### src/design/double_ended_queue_assert.svh
// ------------------------------------------------------------------------
// double_ended_queue assertion macros
// shared concurrent assertion forms, sampled on clk, off during reset
// ------------------------------------------------------------------------
`ifndef DOUBLE_ENDED_QUEUE_ASSERT_SVH
`define DOUBLE_ENDED_QUEUE_ASSERT_SVH

// same-cycle implication
`define DEQ_ASSERT_NOW(label, ante, cons, msg) \
    label: assert property (@(posedge clk) disable iff (!rst_n) (ante) |-> (cons)) \
        else $error(msg);

// next-cycle implication
`define DEQ_ASSERT_NEXT(label, ante, cons, msg) \
    label: assert property (@(posedge clk) disable iff (!rst_n) (ante) |=> (cons)) \
        else $error(msg);

`endif

### src/design/deq_pkg.sv
// ------------------------------------------------------------------------
// deq_pkg
// types and codes shared by the double-ended queue modules
// ------------------------------------------------------------------------
`default_nettype none

package deq_pkg;

    localparam int WORD_W  = 32;
    localparam int COUNT_W = 5;

    typedef logic [1:0]         op_t;
    typedef logic [1:0]         status_t;
    typedef logic [COUNT_W-1:0] count_t;
    typedef logic [WORD_W-1:0]  word_t;

    localparam op_t OP_PUSH_FRONT = 2'd0;
    localparam op_t OP_PUSH_REAR  = 2'd1;
    localparam op_t OP_POP_FRONT  = 2'd2;
    localparam op_t OP_POP_REAR   = 2'd3;

    localparam status_t ST_OK    = 2'd0;
    localparam status_t ST_EMPTY = 2'd1;
    localparam status_t ST_FULL  = 2'd2;

    typedef struct packed {
        op_t                      op;
        logic signed [WORD_W-1:0] value;
    } in_t;

    typedef struct packed {
        logic signed [WORD_W-1:0] popped_value;
        status_t                  status;
        count_t                   entry_count;
    } out_t;

    // controller to datapath
    typedef struct packed {
        logic accept;   // input beat taken: update ring, issue ram access
        logic load;     // result register takes the formed result
    } ctrl_cmd_t;

endpackage

`default_nettype wire

### src/design/double_ended_queue.sv
// ------------------------------------------------------------------------
// double_ended_queue
// double-ended queue of signed words in a ring ram, push/pop at both ends
// ------------------------------------------------------------------------
//  channel  | signals                     | payload
//  ---------+-----------------------------+-------------------------------
//  in       | in_valid / in_ready         | in_data  (op, value)
//  out      | out_valid / out_ready       | out_data (popped_value, status,
//           |                             |           entry_count)
//
//  each operation first updates the ring indices and accesses the entry
//  ram, then forms the result from the registered ram read
//  a new operation is taken while the previous result waits in the output
//  register; the block stalls only when that register is still held
//  reset clears the front index, the count and the handshake state; the
//  entry ram is not cleared
// ------------------------------------------------------------------------
`default_nettype none

module double_ended_queue #(
    parameter int DEPTH = 16
) (
    input  wire logic          clk,
    input  wire logic          rst_n,
    input  wire logic          in_valid,
    output logic               in_ready,
    input  wire deq_pkg::in_t  in_data,
    output logic               out_valid,
    input  wire logic          out_ready,
    output deq_pkg::out_t      out_data
);

    deq_pkg::ctrl_cmd_t cmd;

    deq_ctrl u_ctrl (
        .clk       (clk),
        .rst_n     (rst_n),
        .in_valid  (in_valid),
        .in_ready  (in_ready),
        .out_valid (out_valid),
        .out_ready (out_ready),
        .cmd       (cmd)
    );

    deq_datapath #(
        .DEPTH (DEPTH)
    ) u_datapath (
        .clk      (clk),
        .rst_n    (rst_n),
        .cmd      (cmd),
        .in_data  (in_data),
        .out_data (out_data)
    );

endmodule

`default_nettype wire

### src/design/deq_ram.sv
// ------------------------------------------------------------------------
// deq_ram
// generic single-write, single-read ram with registered read data
// ------------------------------------------------------------------------
`default_nettype none

module deq_ram #(
    parameter int WIDTH = 32,
    parameter int DEPTH = 16
) (
    input  wire logic                     clk,
    input  wire logic                     wr_en,
    input  wire logic [$clog2(DEPTH)-1:0] wr_addr,
    input  wire logic [WIDTH-1:0]         wr_data,
    input  wire logic                     rd_en,
    input  wire logic [$clog2(DEPTH)-1:0] rd_addr,
    output logic      [WIDTH-1:0]         rd_data
);

    logic [WIDTH-1:0] mem [DEPTH];
    logic [WIDTH-1:0] rd_data_reg;

    always_ff @(posedge clk)
    begin
        if (wr_en)
        begin
            mem[wr_addr] <= wr_data;
        end
        // read data holds until the next read
        if (rd_en)
        begin
            rd_data_reg <= mem[rd_addr];
        end
    end

    assign rd_data = rd_data_reg;

endmodule

`default_nettype wire

### src/design/deq_datapath.sv
// ------------------------------------------------------------------------
// deq_datapath
// ring indices, entry count, entry ram and result register
// ------------------------------------------------------------------------
`default_nettype none

module deq_datapath #(
    parameter int DEPTH = 16
) (
    input  wire logic              clk,
    input  wire logic              rst_n,
    input  wire deq_pkg::ctrl_cmd_t cmd,
    input  wire deq_pkg::in_t      in_data,
    output deq_pkg::out_t          out_data
);

    `include "double_ended_queue_assert.svh"

    localparam int IW = $clog2(DEPTH);
    localparam int CW = $clog2(DEPTH + 1);
    localparam int SW = IW + 1;

    localparam logic [IW-1:0] LAST_IDX = IW'(DEPTH - 1);
    localparam logic [SW-1:0] DEPTH_S  = SW'(DEPTH);
    localparam logic [CW-1:0] FULL_CNT = CW'(DEPTH);

    logic [IW-1:0] front_reg, front_next;
    logic [CW-1:0] count_reg, count_next;
    deq_pkg::status_t status_reg, status_next;
    logic          pop_ok_reg, pop_ok_next;
    deq_pkg::out_t out_reg, out_next;

    logic          is_push;
    logic          full;
    logic          empty;
    logic [IW-1:0] front_dec;
    logic [IW-1:0] front_inc;
    logic [SW-1:0] rear_sum;
    logic [SW-1:0] rear_last_sum;
    logic [IW-1:0] rear_free;
    logic [IW-1:0] rear_last;

    logic          wr_en;
    logic [IW-1:0] wr_addr;
    logic          rd_en;
    logic [IW-1:0] rd_addr;
    deq_pkg::word_t rd_data;

    assign is_push = (in_data.op == deq_pkg::OP_PUSH_FRONT) ||
                     (in_data.op == deq_pkg::OP_PUSH_REAR);
    assign full    = (count_reg == FULL_CNT);
    assign empty   = (count_reg == '0);

    // ring arithmetic, all sums stay below twice the depth
    assign front_dec     = (front_reg == '0) ? LAST_IDX : front_reg - 1'b1;
    assign front_inc     = (front_reg == LAST_IDX) ? '0 : front_reg + 1'b1;
    assign rear_sum      = {1'b0, front_reg} + SW'(count_reg);
    assign rear_last_sum = rear_sum - 1'b1;
    assign rear_free     = (rear_sum >= DEPTH_S) ? IW'(rear_sum - DEPTH_S)
                                                 : IW'(rear_sum);
    assign rear_last     = (rear_last_sum >= DEPTH_S) ? IW'(rear_last_sum - DEPTH_S)
                                                      : IW'(rear_last_sum);

    always_comb
    begin
        front_next  = front_reg;
        count_next  = count_reg;
        status_next = status_reg;
        pop_ok_next = pop_ok_reg;
        wr_en       = 1'b0;
        wr_addr     = rear_free;
        rd_en       = 1'b0;
        rd_addr     = front_reg;
        if (cmd.accept)
        begin
            status_next = deq_pkg::ST_OK;
            pop_ok_next = 1'b0;
            if (is_push)
            begin
                if (full)
                begin
                    status_next = deq_pkg::ST_FULL;
                end
                else
                begin
                    wr_en      = 1'b1;
                    count_next = count_reg + 1'b1;
                    if (in_data.op == deq_pkg::OP_PUSH_FRONT)
                    begin
                        wr_addr    = front_dec;
                        front_next = front_dec;
                    end
                end
            end
            else
            begin
                if (empty)
                begin
                    status_next = deq_pkg::ST_EMPTY;
                end
                else
                begin
                    rd_en       = 1'b1;
                    pop_ok_next = 1'b1;
                    count_next  = count_reg - 1'b1;
                    if (in_data.op == deq_pkg::OP_POP_FRONT)
                    begin
                        front_next = front_inc;
                    end
                    else
                    begin
                        rd_addr = rear_last;
                    end
                end
            end
        end
    end

    always_comb
    begin
        out_next = out_reg;
        if (cmd.load)
        begin
            out_next.popped_value = pop_ok_reg ? $signed(rd_data) : '0;
            out_next.status       = status_reg;
            out_next.entry_count  = deq_pkg::count_t'(count_reg);
        end
    end

    always_ff @(posedge clk or negedge rst_n)
    begin
        if (!rst_n)
        begin
            front_reg <= '0;
            count_reg <= '0;
        end
        else
        begin
            front_reg <= front_next;
            count_reg <= count_next;
        end
    end

    always_ff @(posedge clk)
    begin
        status_reg <= status_next;
        pop_ok_reg <= pop_ok_next;
        out_reg    <= out_next;
    end

    deq_ram #(
        .WIDTH (deq_pkg::WORD_W),
        .DEPTH (DEPTH)
    ) u_ram (
        .clk     (clk),
        .wr_en   (wr_en),
        .wr_addr (wr_addr),
        .wr_data (in_data.value),
        .rd_en   (rd_en),
        .rd_addr (rd_addr),
        .rd_data (rd_data)
    );

    assign out_data = out_reg;

    `DEQ_ASSERT_NOW(a_count_bound, 1'b1, count_reg <= FULL_CNT, "entry count above depth")
    `DEQ_ASSERT_NOW(a_one_access, 1'b1, !(wr_en && rd_en), "ram read and write together")
    `DEQ_ASSERT_NEXT(a_full_drop, cmd.accept && is_push && full, (status_reg == deq_pkg::ST_FULL) && $stable(count_reg) && $stable(front_reg), "push on full queue changed state")

endmodule

`default_nettype wire

### src/design/deq_ctrl.sv
// ------------------------------------------------------------------------
// deq_ctrl
// sequences one operation at a time and owns the output valid flag
// ------------------------------------------------------------------------
`default_nettype none

module deq_ctrl (
    input  wire logic               clk,
    input  wire logic               rst_n,
    input  wire logic               in_valid,
    output logic                    in_ready,
    output logic                    out_valid,
    input  wire logic               out_ready,
    output deq_pkg::ctrl_cmd_t      cmd
);

    `include "double_ended_queue_assert.svh"

    localparam logic ST_IDLE = 1'b0;
    localparam logic ST_FORM = 1'b1;

    logic state_reg, state_next;
    logic out_valid_reg, out_valid_next;

    assign in_ready   = (state_reg == ST_IDLE);
    assign cmd.accept = in_valid && in_ready;
    // result register is free, or its beat leaves this cycle
    assign cmd.load   = (state_reg == ST_FORM) && (!out_valid_reg || out_ready);

    always_comb
    begin
        state_next = state_reg;
        unique case (state_reg)
            ST_IDLE:
            begin
                if (cmd.accept)
                begin
                    state_next = ST_FORM;
                end
            end
            ST_FORM:
            begin
                if (cmd.load)
                begin
                    state_next = ST_IDLE;
                end
            end
            default:
            begin
                state_next = ST_IDLE;
            end
        endcase
    end

    always_comb
    begin
        out_valid_next = out_valid_reg;
        if (cmd.load)
        begin
            out_valid_next = 1'b1;
        end
        else if (out_ready)
        begin
            out_valid_next = 1'b0;
        end
    end

    always_ff @(posedge clk or negedge rst_n)
    begin
        if (!rst_n)
        begin
            state_reg     <= ST_IDLE;
            out_valid_reg <= 1'b0;
        end
        else
        begin
            state_reg     <= state_next;
            out_valid_reg <= out_valid_next;
        end
    end

    assign out_valid = out_valid_reg;

    `DEQ_ASSERT_NEXT(a_accept_forms, cmd.accept, (state_reg == ST_FORM) && !in_ready, "accepted beat did not start forming")
    `DEQ_ASSERT_NEXT(a_load_shows, cmd.load, out_valid_reg && in_ready, "formed result not presented")
    `DEQ_ASSERT_NOW(a_no_overwrite, cmd.load && out_valid_reg, out_ready, "result register overwritten")

endmodule

`default_nettype wire

### config.mk
export PLATFORM = sky130hd
export DESIGN_NAME = double_ended_queue
export DESIGN_NICKNAME = d
export VERILOG_FILES = /design/src/design/deq_pkg.sv /design/src/design/double_ended_queue.sv /design/src/design/deq_ram.sv /design/src/design/deq_datapath.sv /design/src/design/deq_ctrl.sv
export VERILOG_INCLUDE_DIRS = /design/src /design/src/design
export SDC_FILE = /design/constraint.sdc
export NUM_CORES = 1
export LEC_CHECK = 0
export BUFFER_PORTS_ARGS = -buffer_cell sky130_fd_sc_hd__buf_2
export CAP_MARGIN = 30
export CORE_ASPECT_RATIO = 0.75
export CORE_MARGIN = 3
export CORE_UTILIZATION = 45
export CTS_CLUSTER_SIZE = 14
export DETAILED_ROUTE_END_ITERATION = 16
export SLEW_MARGIN = 20
export SYNTH_ARGS = -nofsm -noshare
export SYNTH_HDL_FRONTEND = slang
export SYNTH_SLANG_ARGS = --single-unit
### constraint.sdc
create_clock -name clk -period 10.01 [get_ports clk]
set_input_delay 2.002 -clock clk [delete_from_list [all_inputs] [get_ports clk]]
set_output_delay 2.002 -clock clk [all_outputs]
set_load 0.005 [all_outputs]
== Word-level counts from Yosys, hierarchy flattened ==
Memory sizes are Yosys's and may differ from the RTL's. A register that Yosys moved wholly into a read port is not among the register bits.
Cells that the tools add are included.

* Bits in registers: 53
* RAM bits: 512
* Bits of input ports: 38
* Output and inout bits: 41
* Word-level logic and storage cells: 76
* Memories: 1

* $add $sub $neg: 8
* Order comparisons: 2
* Equal/unequal tests: 7
* Muxes and demuxes: 36
* Bitwise gates (word level): 1
* Reduce and logical (&&, ||, !) cells: 12

{| class="wikitable"
|+ Memory list
! memory !! depth !! bits a word !! rd ports !! clocked after memory_dff !! wr ports !! line !! source
|-
| u_datapath.u_ram.mem || 16 || 32 || 1 || 1 || 1 || deq_ram.sv:20 || <nowiki>logic [WIDTH-1:0] mem [DEPTH];</nowiki>
|}

{| class="wikitable"
|+ Operator list
! operator !! number
|-
| $mux W4 || 17
|-
| $mux W5 || 3
|-
| $mux W1 || 13
|-
| $sub A4 B1 Y4 const B || 3
|-
| $ge A5 B5 Y1 const B || 2
|-
| $sub A5 B1 Y5 const B || 2
|-
| $add A4 B5 Y5 || 1
|-
| $add A5 B1 Y5 const B || 1
|-
| $eq A5 B5 Y1 const B || 1
|-
| $logic_not A5 Y1 || 1
|-
| $reduce_and A5 Y1 || 1
|-
| $add A4 B1 Y4 const B || 1
|-
| $eq A4 B4 Y1 const B || 1
|-
| $logic_not A4 Y1 || 1
|-
| $mux W2 || 2
|-
| $ne A2 B2 Y1 const B || 2
|-
| $reduce_bool A2 Y1 || 2
|-
| $reduce_and A3 Y1 || 1
|-
| $eq A2 B1 Y1 const B || 1
|-
| $eq A2 B2 Y1 const B || 1
|-
| $logic_and A1 B1 Y1 || 2
|-
| $logic_not A2 Y1 || 1
|-
| $logic_or A1 B1 Y1 || 2
|-
| $ne A2 B1 Y1 const B || 1
|-
| other kinds (3) || 3
|}

== Logic depth before layout (Yosys ltp) ==
Gate-level depths: netlist of the first run.

* Depth after elaboration: 8
* Mapped depth: 12
* Gate-level depth less buffers: 10

== By module ==
A second synthesis of the first run with hierarchy kept.

* Cells, all modules: 1040
* Area total of the unflattened synthesis: 22739.3 um2

{| class="wikitable"
|+ Modules (own cells, without submodules)
! module !! instances !! cells each !! area an instance (um2)
|-
| deq_ram || 1 || 838 || 20174.3
|-
| deq_datapath || 1 || 193 || 2463.6
|-
| deq_ctrl || 1 || 9 || 101.3
|}

== Worst setup path before layout of the first run ==
No wires, ideal clock.

* Path kind: in2reg
* Start point: input in_valid
* End point: memory u_datapath.u_ram.mem[10][0] (enable)
* Arrival: 4.752 ns
* Data required time: 9.589 ns
* Path slack: 4.837 ns
* Cell stages on the path: 6
* Path buffers: 0
* Cells stage by stage: nand2b_1 > a211o_1 > nor2_1 > mux2_2 > or2_2 > nor2_1

* Cells in the longest elaborated chain, start to end: 4

{| class="wikitable"
|+ RTL lines
! item !! line !! source
|-
| from (decl) || double_ended_queue.sv:25 || <nowiki>input wire logic in_valid,</nowiki>
|-
| $logic_and A1 B1 Y1 * || deq_ctrl.sv:26 || <nowiki>assign cmd.accept = in_valid && in_ready;</nowiki>
|-
| $mux W1 || deq_datapath.sv:74 || <nowiki>if (cmd.accept)</nowiki>
|-
| $mux W1 || deq_ram.sv:25 || <nowiki>if (wr_en)</nowiki>
|-
| $mux W1 (implied by the code) || deq_ram.sv:27 || <nowiki>mem[wr_addr] <= wr_data;</nowiki>
|-
| to (decl) || deq_ram.sv:20 ||
|}

Every way passes the cells marked *; elsewhere a longest branch is shown, timed or not.

==> impl_metrics.yaml, run 1 <==
setup_path:
  cp.arrival_ns: 5.25
  worstSetupPathType: "primary input to flop"
  crit_fanout: 154
  required_ns: 10.32
  crit_path_end_kind: "flop"
  start_kind: "primary input"
cts:
  cts_buffers: 56
  post-cts-setup-buffers: 0
  h-tree-depth: 2
  tritoncts: "done"
  postCtsHoldBufs: 0
  cts_root_buf: "clkbuf_16"
  clock_latency_ns: 0.61
  cts.repair.resized: 0
  clock-sinks: 597
  path_clk_slew_ns: 0.06
  ctsLongestPathBuffers: 3
timing:
  min_period_ns: 4.944
  worst_slew_pin_slew_ns: 0.9166
  final_max_slew_viol_count: 0
  slew_headroom_pct: 38.89
  setup_ws_ns: 5.066
  fin_skew_ns: 0.02344
  max_freq_mhz: 202.3
  whs_ns: 0.4380
  hold_viol: 0
  tns_ns: 0
  finalSetupViolCount: 0
  grt_setup_unrepaired: "no"
  post-route-period-util_pct: 49.39
power_and_ir_drop:
  vdd_drop_max_mv: 0.1771
  total_power_mw: 7.918
  p_leak_nw: 8.888
  p_per_area_nw_per_um2: 299.5
synth:
  synth_seq_cells: 597
  syn_inst: 1581
  ys_seq_area_share_pct: 76.50
  synth_edf_count: 586
  ys.flop_type: "edfxtp_1"
  synthTopCellsByArea: "edfxtp_1, nand2_1, mux2i_1, a221oi_1, a21oi_1"
  async_flop_share_pct: 1.843
  yosysWarnings: 0
  yosys.cell_types.count: 52
  synth_top_cell_by_area: "edfxtp_1"
  syn_area_per_cell_um2: 14.78
  yosysTopAreaCellShare_pct: 75.32
  syn_area_um2: 23360
  synth.net_count: 1630
place:
  dp_hpwl_mm: 27.72
  place_congestion: 0.7621
  place_area_um2: 24630
  dp.cells: 2289
  io_buffers: 78
  post-place-ws_ns: 4.542
floorplan:
  die_y_um: 203.3
  io_pins: 79
  core_area_um2: 50720
  die_area_um2: 54720
  num_rows: 71
  start_util_pct: 46.06
  die_w_um: 269.1
global_routing:
  antenna_found_initial: 3
  gr-total-overflow: 0
  grt_pass1_vias: 13480
  grt_pass1_wl_mm: 84.46
  track_usage_pct: 20.44
  grt_max_degree: 155
cells_and_area:
  design_area_um2: 26440
  drive_gt1_share_pct: 13.40
  fin_util_pct: 52.12
  nNetsFinal: 1703
  finalNonFillerCells: 2394
  antenna_cells: 0
  largest_register_ffs: 512
  area_growth_pct: 13.15
route:
  vias: 13500
  firstDrtPassIters: 7
  drc: 0
  avgViaCountPerCell: 5.637
  ant_nets: 0
  wl_mm: 55.95
  post_drt_wl_per_cell_um: 23.37
  drt_iter0_markers: 1440
hold_path:
  min_path_type: "flop to flop"
outcome:
  outcome: "complete, no violations"
flow_run:
  max_cap_violations: 0
## cell usage in the layout (no fill, tap or decap), drive strengths merged, types with 5 or more instances in the layout
cell	n
o21ai	42
and2	35
buf	111
bufinv	5
nand4	34
edfxtp	586
a32oi	31
inv	14
a21oi	102
clkbuf	67
dfrtp	11
nand2b	5
mux2	5
clkinv	32
a221oi	62
mux2i	67
nand3	75
nor2	57
xnor2	9
ha	9
nand2	308
## logic make-up after synthesis
| kind of cell | Yosys count | synth area share [%] |
|---|---|---|
| and+or+nand+nor | 524 | 9.741 |
| adders and majority gates | 11 | 0.6534 |
| muxes | 72 | 3.181 |
| buffers and inverters | 110 | 2.271 |
| DFF | 597 | 76.50 |
| AOI/OAI and AO/OA | 255 | 7.176 |
| xor gates and xnor gates | 12 | 0.4820 |
## synthesized netlist by cell type, drive strengths merged, types with 5 or more instances
master,count
edfxtp,586
nand2,308
a21oi,102
nand3,75
mux2i,67
a221oi,62
nor2,57
clkbuf,54
buf,42
o21ai,42
and2,35
nand4,34
a32oi,31
inv,14
dfrtp,11
ha,9
xnor2,9
mux2,5
nand2b,5
## per-layer routing
| layer | up-vias | wire length (um) | GRT usage [%] |
|---|---|---|---|
| met3 | 90 | 3953 | 3.893 |
| met4 | 6 | 1216 | 5.644 |
| met2 | 465 | 24730 | 30.94 |
| li1 | 6148 | - | - |
| met1 | 6786 | 26020 | 30.49 |
| met5 | - | 32 | 0 |
## power breakdown
group / internal [mW] / switching (mW)
sequential: 3.08 / 0.107
clock: 1.18 / 0.898
combinational: 0.822 / 1.83
## final cells by class
| type | count | area (um^2) |
|---|---|---|
| Fill cell | 4142 | 24290 |
| Sequential cell | 597 | 17870 |
| Multi-Input combinational cell | 874 | 5191 |
| Clock buffer | 67 | 1485 |
| Tap cell | 693 | 867.1 |
| Timing Repair Buffer | 111 | 650.6 |
| Clock inverter | 38 | 316.6 |
| Inverter | 14 | 52.55 |
## final timing paths
check / from / to / slack, ns / cells after the start
setup / recovery: in_valid / u_datapath.u_ram.rd_data[0] / 5.07 / 11
hold / removal: u_datapath.status_reg[0] / u_datapath.out_data[5] / 0.44 / 0
setup reg to reg: u_datapath.front_reg[0] / u_datapath.u_ram.rd_data[19] / 5.77 / 12
hold reg to reg: u_datapath.status_reg[0] / u_datapath.out_data[5] / 0.44 / 0
max in group asynchronous: rst_n / u_ctrl.out_valid / 8.50 / 1
min in group asynchronous: rst_n / u_datapath.count_reg[3] / 1.28 / 1
## worst max-delay path, cell delays in order
cell and delay, ns:
buf_2 0.10, nand2b_1 0.25, inv_2 0.13, o211a_1 0.37, o21ai_4 0.21, buf_4 0.69
buf_12 0.68, mux2i_1 0.27, a32oi_1 0.09, nand4_1 0.18, o21ai_1 0.09
Power figures use the tool's default switching activity.
==> run 2: changes to the inputs <==
Clock period 10.01 ns to 4.45 ns, I/O delays scaled along.
==> run 2 against run 1 <==
Wire length increased by 2.1%. Non-clock buffer count increased by 19. Cell area increased by 1.4%. Global-route usage increased by 0.33 points. Hold slack got worse by 0.28 ns. Critical path depth unchanged. Power increased by 130%. Die area unchanged. Flip-flop and latch count unchanged. Sequential share of layout area decreased by 0.95 points. Clock power increased by 120%.
==> impl_metrics.yaml, run 2 (same netlist as run 1, synthesis figures left out) <==
global_routing:
  grt_pass1_vias: 13530
  gr-total-overflow: 0
  grt_max_degree: 96
  track_usage_pct: 20.78
  grt_pass1_wl_mm: 85.40
  antenna_found_initial: 3
cts:
  postCtsHoldBufs: 0
  path_clk_slew_ns: 0.06
  clock-sinks: 597
  clock_latency_ns: 0.61
  cts_buffers: 57
  cts_root_buf: "clkbuf_16"
  ctsLongestPathBuffers: 3
  tritoncts: "done"
  h-tree-depth: 2
  cts.repair.resized: 0
  post-cts-setup-buffers: 0
timing:
  hold_viol: 0
  min_period_ns: 3.767
  slew_headroom_pct: 47.26
  grt_setup_unrepaired: "no"
  finalSetupViolCount: 0
  worst_slew_pin_slew_ns: 0.7892
  tns_ns: 0
  final_max_slew_viol_count: 0
  whs_ns: 0.1619
  fin_skew_ns: 0.01089
  post-route-period-util_pct: 84.65
  max_freq_mhz: 265.5
place:
  dp_hpwl_mm: 29.63
  dp.cells: 2308
  io_buffers: 78
  place_congestion: 0.7567
route:
  ant_nets: 0
  post_drt_wl_per_cell_um: 23.72
  drc: 0
  drt_iter0_markers: 1447
  wl_mm: 57.11
  vias: 13760
  firstDrtPassIters: 5
  avgViaCountPerCell: 5.713
setup_path:
  start_kind: "flop"
  timing.rr.start: "u_datapath.front_reg[0]"
  cp.arrival_ns: 4.17
  crit_path_end_kind: "flop"
  crit_start: "u_datapath.front_reg[0]"
  required_ns: 4.86
  crit_fanout: 33
  worstSetupPathType: "flop to flop"
power_and_ir_drop:
  p_per_area_nw_per_um2: 679.1
  vdd_drop_max_mv: 0.3736
  p_leak_nw: 9.019
  total_power_mw: 18.21
cells_and_area:
  layout_common_cells: "edfxtp_1, nand2_1, a21oi_1, buf_2, nand3_1"
  fillers: 4160
  area_growth_pct: 14.76
  fin_util_pct: 52.86
  mostFrequentLayoutCell: "edfxtp_1"
  antenna_cells: 0
  largest_register_ffs: 512
  multi_input_area_um2: 5191
  ff_latch_area_um2: 17870
  finalNonFillerCells: 2408
  drive_gt1_share_pct: 13.76
  nNetsFinal: 1723
floorplan:
  die_area_um2: 54720
  die_y_um: 203.3
  num_rows: 71
  core_area_um2: 50720
  die_w_um: 269.1
  io_pins: 79
  start_util_pct: 46.06
outcome:
  outcome: "complete, no violations"
hold_path:
  min_path_type: "primary input to async pin"
flow_run:
  max_cap_violations: 0
run 2: cell types whose count changed in the layout (fill, tap and decap cells not counted), sizes merged:
| cell | delta |
|---|---|
| inv | +1 |
| clkbuf | +6 |
| buf | +19 |
| clkinv | -12 |
run 2: worst paths after layout:
path,end,slack [ns],cells past startpoint
worst max-delay path,u_datapath.u_ram.rd_data[29],0.68,11
worst min-delay path,u_datapath.count_reg[3],0.16,1
worst max register to register,u_datapath.u_ram.rd_data[29],0.68,11
worst min register to register,u_datapath.out_data[6],0.42,0
max in group asynchronous,u_ctrl.state_reg,4.07,1
min in group clk,u_datapath.out_data[6],0.42,0
run 2: report_power, final:
group	switching (mW)	internal [mW]
clock network	2.01	2.63
logic	4.27	2.13
registers	0.243	6.92
total	6.52	11.7
run 2: worst max-delay path, stage by stage, from the launching register on:
cell and delay, ns:
dfrtp_1 0.50, ha_1 0.27, fa_1 0.58, inv_1 0.10
ha_1 0.42, inv_1 0.18, mux2i_4 0.30, buf_4 0.46
nand2_1 0.12, a221oi_1 0.30, nor2_1 0.08, o21ai_1 0.24
run 2: per-stage QoR:
step	cell area (um^2)	setup WS [ns]
4_1_cts	26810	0.6460
2_1_floorplan	23360	0.3891
5_1_grt	26810	0.5203
3_3_place_gp	25040	0.6251
3_5_place_dp	25060	0.5368
6_report	26810	0.6832
run 2: area by class of cell:
type | instances | share of cell area, %
clock buffers | 73 | 5.544
clock inverters | 27 | 0.9799
inverters | 14 | 0.1960
multi-input cells | 874 | 19.36
flip-flops and latches | 597 | 66.65
well taps | 693 | 3.234
repair buffers | 130 | 4.032
run 2: metal layers:
layer / share of wire, % / track usage [%] / wire [um]
met5: 0.019 / 0 / 11
met4: 1.7 / 5.041 / 998
met3: 7.2 / 3.540 / 4092
met2: 45 / 32.26 / 25920
met1: 46 / 30.86 / 26090
